$ cat config.mk
export PLATFORM = sky130hd
export DESIGN_NAME = pawc_regs
export DESIGN_NICKNAME = d
export VERILOG_FILES = /design/src/hdl/pawc_pkg.sv /design/src/hdl/pawc_regs.sv
export SDC_FILE = /design/constraint.sdc
export NUM_CORES = 1
export LEC_CHECK = 0
export BUFFER_PORTS_ARGS = -buffer_cell sky130_fd_sc_hd__buf_2
export CAP_MARGIN = 20
export CORE_ASPECT_RATIO = 1.4
export CORE_MARGIN = 2
export CORE_UTILIZATION = 52
export CTS_CLUSTER_SIZE = 24
export DETAILED_ROUTE_END_ITERATION = 16
export MAX_ROUTING_LAYER = met4
export PLACE_DENSITY = 0.86
export SLEW_MARGIN = 15
export SYNTH_ARGS = -nofsm -noshare
export SYNTH_HDL_FRONTEND = slang
export SYNTH_SLANG_ARGS = --single-unit
export TNS_END_PERCENT = 100
$ cat constraint.sdc
create_clock -name clk -period 2.7 [get_ports clk]
set_input_delay 0.54 -clock clk [delete_from_list [all_inputs] [get_ports clk]]
set_output_delay 0.54 -clock clk [all_outputs]
set_load 0.05 [all_outputs]
$ cat src/hdl/pawc_pkg.sv
`timescale 1ns / 1ps
// ----------------------------------------------------------------------------
// pawc_pkg: shared types, constants and AES functions
// S-boxes, round functions, key schedule step and frame constants.
// ----------------------------------------------------------------------------
package pawc_pkg;

	localparam int BLK     = 16;
	localparam int HDR_LEN = 6;
	localparam int ADDR_W  = 5;
	localparam int DATA_W  = 64;

	localparam logic [3:0] NR = 4'd10;

	localparam logic [7:0] TYPE_DEC = 8'h03;
	localparam logic [7:0] TYPE_ENC = 8'h06;

	localparam logic [2:0] ST_OK    = 3'd0;
	localparam logic [2:0] ST_SHORT = 3'd1;
	localparam logic [2:0] ST_ALIGN = 3'd2;
	localparam logic [2:0] ST_LONG  = 3'd3;
	localparam logic [2:0] ST_PAD   = 3'd4;

	localparam logic [1:0] REG_KEY_HI = 2'd0;
	localparam logic [1:0] REG_KEY_LO = 2'd1;
	localparam logic [1:0] REG_LINK   = 2'd2;

	localparam logic [1:0] SRC_GATH = 2'd0;
	localparam logic [1:0] SRC_PAD  = 2'd1;
	localparam logic [1:0] SRC_DEC  = 2'd2;

	typedef logic [127:0] blk_t;

	typedef struct packed {
		logic start;
		logic dec;
	} aes_cmd_t;

	typedef struct packed {
		logic done;
	} aes_rsp_t;

	localparam logic [0:255][7:0] SBOX = {
		128'h637c777bf26b6fc53001672bfed7ab76,
		128'hca82c97dfa5947f0add4a2af9ca472c0,
		128'hb7fd9326363ff7cc34a5e5f171d83115,
		128'h04c723c31896059a071280e2eb27b275,
		128'h09832c1a1b6e5aa0523bd6b329e32f84,
		128'h53d100ed20fcb15b6acbbe394a4c58cf,
		128'hd0efaafb434d338545f9027f503c9fa8,
		128'h51a3408f929d38f5bcb6da2110fff3d2,
		128'hcd0c13ec5f974417c4a77e3d645d1973,
		128'h60814fdc222a908846eeb814de5e0bdb,
		128'he0323a0a4906245cc2d3ac629195e479,
		128'he7c8376d8dd54ea96c56f4ea657aae08,
		128'hba78252e1ca6b4c6e8dd741f4bbd8b8a,
		128'h703eb5664803f60e613557b986c11d9e,
		128'he1f8981169d98e949b1e87e9ce5528df,
		128'h8ca1890dbfe6426841992d0fb054bb16
	};

	localparam logic [0:255][7:0] ISBOX = {
		128'h52096ad53036a538bf40a39e81f3d7fb,
		128'h7ce339829b2fff87348e4344c4dee9cb,
		128'h547b9432a6c2233dee4c950b42fac34e,
		128'h082ea16628d924b2765ba2496d8bd125,
		128'h72f8f66486689816d4a45ccc5d65b692,
		128'h6c704850fdedb9da5e154657a78d9d84,
		128'h90d8ab008cbcd30af7e45805b8b34506,
		128'hd02c1e8fca3f0f02c1afbd0301138a6b,
		128'h3a9111414f67dcea97f2cfcef0b4e673,
		128'h96ac7422e7ad3585e2f937e81c75df6e,
		128'h47f11a711d29c5896fb7620eaa18be1b,
		128'hfc563e4bc6d279209adbc0fe78cd5af4,
		128'h1fdda8338807c731b11210592780ec5f,
		128'h60517fa919b54a0d2de57a9f93c99cef,
		128'ha0e03b4dae2af5b0c8ebbb3c83539961,
		128'h172b047eba77d626e169146355210c7d
	};

	function automatic logic [7:0] xt(logic [7:0] a);
		return {a[6:0], 1'b0} ^ (a[7] ? 8'h1b : 8'h00);
	endfunction

	function automatic blk_t sub_blk(blk_t s, logic inv);
		blk_t t;
		for (int i = 0; i < BLK; i++)
			t[127-8*i -: 8] = inv ? ISBOX[s[127-8*i -: 8]] : SBOX[s[127-8*i -: 8]];
		return t;
	endfunction

	function automatic blk_t shift_rows(blk_t s, logic inv);
		blk_t t;
		for (int c = 0; c < 4; c++)
			for (int r = 0; r < 4; r++) begin
				if (inv)
					t[127-8*(((c+r)&3)*4+r) -: 8] = s[127-8*(c*4+r) -: 8];
				else
					t[127-8*(c*4+r) -: 8] = s[127-8*(((c+r)&3)*4+r) -: 8];
			end
		return t;
	endfunction

	function automatic logic [31:0] mix_col(logic [31:0] w, logic inv);
		logic [7:0] a [4];
		logic [7:0] x2 [4];
		logic [7:0] x4 [4];
		logic [7:0] x8 [4];
		logic [7:0] m2 [4];
		logic [7:0] m3 [4];
		logic [7:0] m9 [4];
		logic [7:0] mb [4];
		logic [7:0] md [4];
		logic [7:0] me [4];
		logic [31:0] o;
		for (int k = 0; k < 4; k++) begin
			a[k]  = w[31-8*k -: 8];
			x2[k] = xt(a[k]);
			x4[k] = xt(x2[k]);
			x8[k] = xt(x4[k]);
			m2[k] = x2[k];
			m3[k] = x2[k] ^ a[k];
			m9[k] = x8[k] ^ a[k];
			mb[k] = x8[k] ^ x2[k] ^ a[k];
			md[k] = x8[k] ^ x4[k] ^ a[k];
			me[k] = x8[k] ^ x4[k] ^ x2[k];
		end
		if (inv)
			o = {me[0] ^ mb[1] ^ md[2] ^ m9[3],
			     m9[0] ^ me[1] ^ mb[2] ^ md[3],
			     md[0] ^ m9[1] ^ me[2] ^ mb[3],
			     mb[0] ^ md[1] ^ m9[2] ^ me[3]};
		else
			o = {m2[0] ^ m3[1] ^ a[2] ^ a[3],
			     a[0] ^ m2[1] ^ m3[2] ^ a[3],
			     a[0] ^ a[1] ^ m2[2] ^ m3[3],
			     m3[0] ^ a[1] ^ a[2] ^ m2[3]};
		return o;
	endfunction

	function automatic blk_t mix_blk(blk_t s, logic inv);
		blk_t t;
		for (int c = 0; c < 4; c++)
			t[127-32*c -: 32] = mix_col(s[127-32*c -: 32], inv);
		return t;
	endfunction

	function automatic blk_t enc_round(blk_t s, blk_t rk, logic fin);
		blk_t t;
		t = shift_rows(sub_blk(s, 1'b0), 1'b0);
		if (!fin)
			t = mix_blk(t, 1'b0);
		return t ^ rk;
	endfunction

	function automatic blk_t dec_round(blk_t s, blk_t rk, logic fin);
		blk_t t;
		t = sub_blk(shift_rows(s, 1'b1), 1'b1) ^ rk;
		if (!fin)
			t = mix_blk(t, 1'b1);
		return t;
	endfunction

	function automatic blk_t key_next(blk_t k, logic [7:0] rc);
		logic [31:0] r;
		logic [31:0] t;
		logic [31:0] w0;
		logic [31:0] w1;
		logic [31:0] w2;
		logic [31:0] w3;
		r  = {k[23:0], k[31:24]};
		t  = {SBOX[r[31:24]], SBOX[r[23:16]], SBOX[r[15:8]], SBOX[r[7:0]]} ^ {rc, 24'h0};
		w0 = k[127:96] ^ t;
		w1 = k[95:64] ^ w0;
		w2 = k[63:32] ^ w1;
		w3 = k[31:0] ^ w2;
		return {w0, w1, w2, w3};
	endfunction

	function automatic blk_t pad_blk(blk_t g, logic [3:0] cnt);
		blk_t t;
		logic [7:0] pv;
		pv = {3'b000, 5'd16 - {1'b0, cnt}};
		for (int i = 0; i < BLK; i++)
			t[127-8*i -: 8] = (i < int'(cnt)) ? g[127-8*i -: 8] : pv;
		return t;
	endfunction

	function automatic logic [7:0] blk_byte(blk_t b, logic [3:0] idx);
		blk_t sh;
		sh = b << {idx, 3'b000};
		return sh[127:120];
	endfunction

endpackage

$ cat src/hdl/pawc_regs.sv
`timescale 1ns / 1ps
// ----------------------------------------------------------------------------
// pawc_regs: configuration register file
// APB-style access to the event key and the link key.
// ----------------------------------------------------------------------------
module pawc_regs (
	input  logic                         clk,
	input  logic                         arst_n,
	input  logic                         psel,
	input  logic                         penable,
	input  logic                         pwrite,
	input  logic [pawc_pkg::ADDR_W-1:0]  paddr,
	input  logic [pawc_pkg::DATA_W-1:0]  pwdata,
	output logic [pawc_pkg::DATA_W-1:0]  prdata,
	output logic                         pready,
	output pawc_pkg::blk_t               key,
	output logic [31:0]                  link,
	output logic                         key_load
);
	import pawc_pkg::*;

	logic [63:0] key_hi_q;
	logic [63:0] key_lo_q;
	logic [31:0] link_q;
	logic        wr;
	logic [1:0]  idx;

	assign pready = 1'b1;
	assign wr     = psel & penable & pwrite;
	assign idx    = paddr[4:3];

	always_ff @(posedge clk or negedge arst_n) begin
		if (!arst_n) begin
			key_hi_q <= '0;
			key_lo_q <= '0;
			link_q   <= '0;
		end else if (wr) begin
			case (idx)
				REG_KEY_HI: key_hi_q <= pwdata;
				REG_KEY_LO: key_lo_q <= pwdata;
				REG_LINK:   link_q   <= pwdata[31:0];
				default:    ;
			endcase
		end
	end

	always_comb begin
		case (idx)
			REG_KEY_HI: prdata = key_hi_q;
			REG_KEY_LO: prdata = key_lo_q;
			REG_LINK:   prdata = {32'h0, link_q};
			default:    prdata = '0;
		endcase
	end

	assign key      = {key_hi_q, key_lo_q};
	assign link     = link_q;
	assign key_load = wr && (idx == REG_KEY_HI || idx == REG_KEY_LO);

endmodule

==> impl_metrics.xml <==
<?xml version="1.0" encoding="UTF-8"?>
<metrics>
  <group name="detailed_routing">
    <metric name="number_of_detailed_routing_iterations_run_before_antenna_repair" unit="">5</metric>
    <metric name="drt_iter0_drc" unit="">215</metric>
    <metric name="route.detailed.drc" unit="">0</metric>
    <metric name="route.final.wire_length" unit="mm">18.9</metric>
    <metric name="route.detailed.wl_per_inst" unit="um">18.7</metric>
    <metric name="viasPerCell" unit="">5.32</metric>
    <metric name="postRouteAntennaNets" unit="">0</metric>
    <metric name="vias" unit="">5394</metric>
  </group>
  <group name="layout">
    <metric name="num_antenna_cells" unit="">0</metric>
    <metric name="layout-drive-gt1-share" unit="">0.604</metric>
    <metric name="utilization" unit="">0.707</metric>
    <metric name="layout.cell_area.non_filler" unit="sq mm">0.00951</metric>
    <metric name="multiInputGateArea" unit="sq mm">0.00302</metric>
    <metric name="finish.cell_count_without_fillers" unit="">1013</metric>
    <metric name="ff_latch_area" unit="sq mm">0.00400</metric>
    <metric name="filler_cell_count" unit="">958</metric>
    <metric name="area.growth.synth_to_final" unit="%">32.0</metric>
    <metric name="nNetsFinal" unit="">892</metric>
  </group>
  <group name="logic_synthesis">
    <metric name="synth_simple_gate_area_frac" unit="">0.0406</metric>
    <metric name="synth.area.top_cells" unit="">dfrtp_1 (56%), mux2_2 (20%), mux2i_1 (8.9%), mux2_4 (6.2%), o21ai_0 (2.2%)</metric>
    <metric name="synthDominantCellAreaShare" unit="">0.555</metric>
    <metric name="synth_seq_area_share" unit="">0.555</metric>
    <metric name="area_share_of_xor_xnor_cells_in_the_synthesized_design" unit="">0</metric>
    <metric name="synth_fa_ha_area_frac" unit="">0</metric>
    <metric name="synth.net_count" unit="">597</metric>
    <metric name="post-synth-top-count-cell" unit="">dfrtp_1</metric>
    <metric name="synthCells" unit="">523</metric>
    <metric name="synth_mux_area_frac" unit="">0.354</metric>
    <metric name="post_synth_edffs" unit="">0</metric>
    <metric name="synthesis.yosys.warnings" unit="">0</metric>
    <metric name="syn_area_per_cell" unit="sq um">13.8</metric>
    <metric name="synth_seq_cells" unit="">160</metric>
    <metric name="synth_compound_area_frac" unit="">0.0222</metric>
    <metric name="yosys.area.top_type" unit="">dfrtp_1</metric>
    <metric name="largest_family_of_logic_cells_by_synthesized_area" unit="">multiplexers</metric>
    <metric name="netlist_top_cells_count" unit="">dfrtp_1 (160), mux2_2 (125), mux2i_1 (64), nor2_1 (33)</metric>
    <metric name="post_synth_instance_area" unit="sq mm">0.00721</metric>
    <metric name="asyncSetResetFlopFracSynth" unit="">1.00</metric>
    <metric name="ys_dominant_reg_cell" unit="">dfrtp_1</metric>
    <metric name="synth_unique_cells" unit="">18</metric>
  </group>
  <group name="critical_path">
    <metric name="crit_type" unit="">in -&gt; out</metric>
    <metric name="worstSetupEndpointType" unit="">output port</metric>
    <metric name="crit_path_start_kind" unit="">primary input</metric>
    <metric name="cp-startpoint" unit="">paddr[3]</metric>
    <metric name="arrival" unit="ns">1.73</metric>
    <metric name="worst_r2r_path_depth" unit="">1</metric>
    <metric name="worstReg2RegStart" unit="">key_hi_q[28]</metric>
    <metric name="critPathRequiredTime" unit="ns">2.16</metric>
    <metric name="r2r_end" unit="">key_hi_q[28]</metric>
    <metric name="critical_path.endpoint" unit="">prdata[15]</metric>
    <metric name="worst-path-max-fanout" unit="">22</metric>
    <metric name="setup.reg_to_reg.worst_slack" unit="ns">1.87</metric>
  </group>
  <group name="timing">
    <metric name="timing.clock.skew" unit="ns">0</metric>
    <metric name="rsz0062_at_grt" unit="">no</metric>
    <metric name="fin_setup_tns" unit="ns">0</metric>
    <metric name="fin_worst_hold_slack" unit="ns">0.112</metric>
    <metric name="hold_viol" unit="">0</metric>
    <metric name="final.period_utilization" unit="">0.839</metric>
    <metric name="timing.final.crit_period" unit="ns">2.27</metric>
    <metric name="setup_viol" unit="">0</metric>
    <metric name="final.setup.worst_slack" unit="ns">0.434</metric>
    <metric name="clock.fmax" unit="GHz">0.441</metric>
    <metric name="worst-slew-pin-transition" unit="ns">0.603</metric>
    <metric name="report.final.slew_viol_count" unit="">0</metric>
    <metric name="slew_limit_headroom" unit="">0.598</metric>
  </group>
  <group name="clock_network">
    <metric name="root_buffer" unit="">clkbuf_16</metric>
    <metric name="clock_insertion_delay_at_the_later_pin_of_the_skew_report" unit="ns">0.40</metric>
    <metric name="holdBufCountCts" unit="">0</metric>
    <metric name="clock_path_buffers" unit="">2</metric>
    <metric name="post_cts_resized" unit="">0</metric>
    <metric name="clkTransAtPathRegs" unit="ns">0.07</metric>
    <metric name="cts_sinks" unit="">160</metric>
    <metric name="cts_made_buffers" unit="">17</metric>
    <metric name="tritoncts" unit="">built</metric>
    <metric name="post_cts_repair_timing_setup_buffer_count" unit="">0</metric>
    <metric name="h_tree_levels" unit="">4</metric>
  </group>
  <group name="floorplanning">
    <metric name="placement_rows" unit="">50</metric>
    <metric name="dieArea" unit="sq mm">0.0148</metric>
    <metric name="io_pins" unit="">300</metric>
    <metric name="fp.dieW" unit="um">104</metric>
    <metric name="fp.dieH" unit="um">143</metric>
    <metric name="initial_utilization" unit="">0.536</metric>
    <metric name="core_area" unit="sq mm">0.0135</metric>
  </group>
  <group name="place">
    <metric name="placed_cells_incl_taps" unit="">981</metric>
    <metric name="placement.cell_area" unit="sq mm">0.00894</metric>
    <metric name="placement.setup.worst_slack" unit="ns">0.449</metric>
    <metric name="hpwlAfterDp" unit="mm">13.5</metric>
    <metric name="port_buffers" unit="">295</metric>
    <metric name="routability_congestion_estimate_from_global_placement" unit="">0.835</metric>
  </group>
  <group name="global_route">
    <metric name="grt_max_degree" unit="">65</metric>
    <metric name="initial_antenna_violation_count" unit="">0</metric>
    <metric name="grt_overflow" unit="">0</metric>
    <metric name="grt_use_total" unit="">0.262</metric>
    <metric name="wire_length_of_the_first_global_routing_pass" unit="mm">29.7</metric>
    <metric name="first_global_vias" unit="">5728</metric>
  </group>
  <group name="job">
    <metric name="cap_viol_max_count" unit="">0</metric>
  </group>
  <group name="power_and_ir_drop">
    <metric name="pleak" unit="nW">4.97</metric>
    <metric name="max-vdd-ir-drop" unit="V">0.000671</metric>
    <metric name="overall_power_consumption" unit="mW">10.3</metric>
    <metric name="powerDensity" unit="mW/mm^2">1080</metric>
  </group>
  <group name="outcome">
    <metric name="run_status" unit="">completed</metric>
  </group>
  <group name="min_path">
    <metric name="min-delay-path-class" unit="">in -&gt; async</metric>
  </group>
</metrics>
## cell usage in the layout, fill, tap and decap left out
| cell type | netlist | layout |
|---|---|---|
| clkinv_4 | 0 | 3 |
| or3b_2 | 0 | 1 |
| dfrtp_1 | 160 | 160 |
| nor2b_2 | 0 | 1 |
| mux2_4 | 30 | 30 |
| clkbuf_16 | 0 | 17 |
| mux2_2 | 125 | 125 |
| mux2i_1 | 64 | 64 |
| nand2_1 | 32 | 32 |
| nor3b_2 | 0 | 1 |
| inv_8 | 0 | 2 |
| nor2_1 | 33 | 33 |
| nand3_2 | 1 | 1 |
| conb_1 | 1 | 1 |
| buf_4 | 1 | 12 |
| mux2_1 | 5 | 5 |
| nor3_4 | 1 | 1 |
| buf_6 | 3 | 1 |
| o21ai_0 | 32 | 4 |
| inv_6 | 0 | 2 |
| buf_2 | 25 | 293 |
| clkbuf_1 | 7 | 2 |
| buf_12 | 0 | 6 |
| bufinv_16 | 0 | 1 |
| o21ai_1 | 0 | 28 |
| clkbuf_8 | 0 | 1 |
| clkinvlp_4 | 0 | 4 |
## power breakdown
group	internal, mW	leakage (nW)	switching [mW]
registers	2.96	1.96	0.456
clock network	1.32	0.267	1.01
logic	1.16	2.74	3.36
total	5.44	4.97	4.83
## critical path, cell delays in order
cell and delay (ns):
buf_4 0.15, buf_4 0.38, mux2i_1 0.13, o21ai_1 0.20
buf_2 0.30
## how the worst min path moves through the flow
| stage | from | end | slack (ns) |
|---|---|---|---|
| after global placement | key_hi_q[61] | key_hi_q[61] | 0.49 |
| final | arst_n | key_lo_q[39] | 0.11 |
| after CTS | arst_n | key_lo_q[39] | 0.13 |
| after global routing | arst_n | key_hi_q[57] | 0.16 |
| after detailed placement | key_hi_q[1] | key_hi_q[1] | 0.50 |
| after floorplan | arst_n | key_hi_q[0] | 0.24 |
## flip-flops by register name, indices dropped and copies added, names as in the netlist
name      count
key_hi_q     64
key_lo_q     64
link         32
## routing by layer
metal | vias up | global-route usage | part of all wire
met4 | 0 | 0.105 | 0.033
met2 | 246 | 0.452 | 0.52
li1 | 2423 | - | -
met3 | 42 | 0.0626 | 0.058
met1 | 2683 | 0.295 | 0.39
met5 | - | - | 0
## logic make-up (layout without fill, tap and decap cells)
| family | after synthesis | after routing |
|---|---|---|
| AO/OA/AOI/OAI | 32 | 32 |
| flip-flops | 160 | 160 |
| other | 1 | 1 |
| multiplexers | 224 | 224 |
| buffers and inverters | 36 | 344 |
| AND/OR/NAND/NOR | 70 | 70 |
## cell type report
type                       count  share of cell area
sequential                   160               0.421
tap                          182              0.0239
clock buffer                  20              0.0470
clock inverter                12              0.0133
timing repair buffer         312               0.177
multi-input combinational    327               0.317
(Power assumes the default switching activity.)
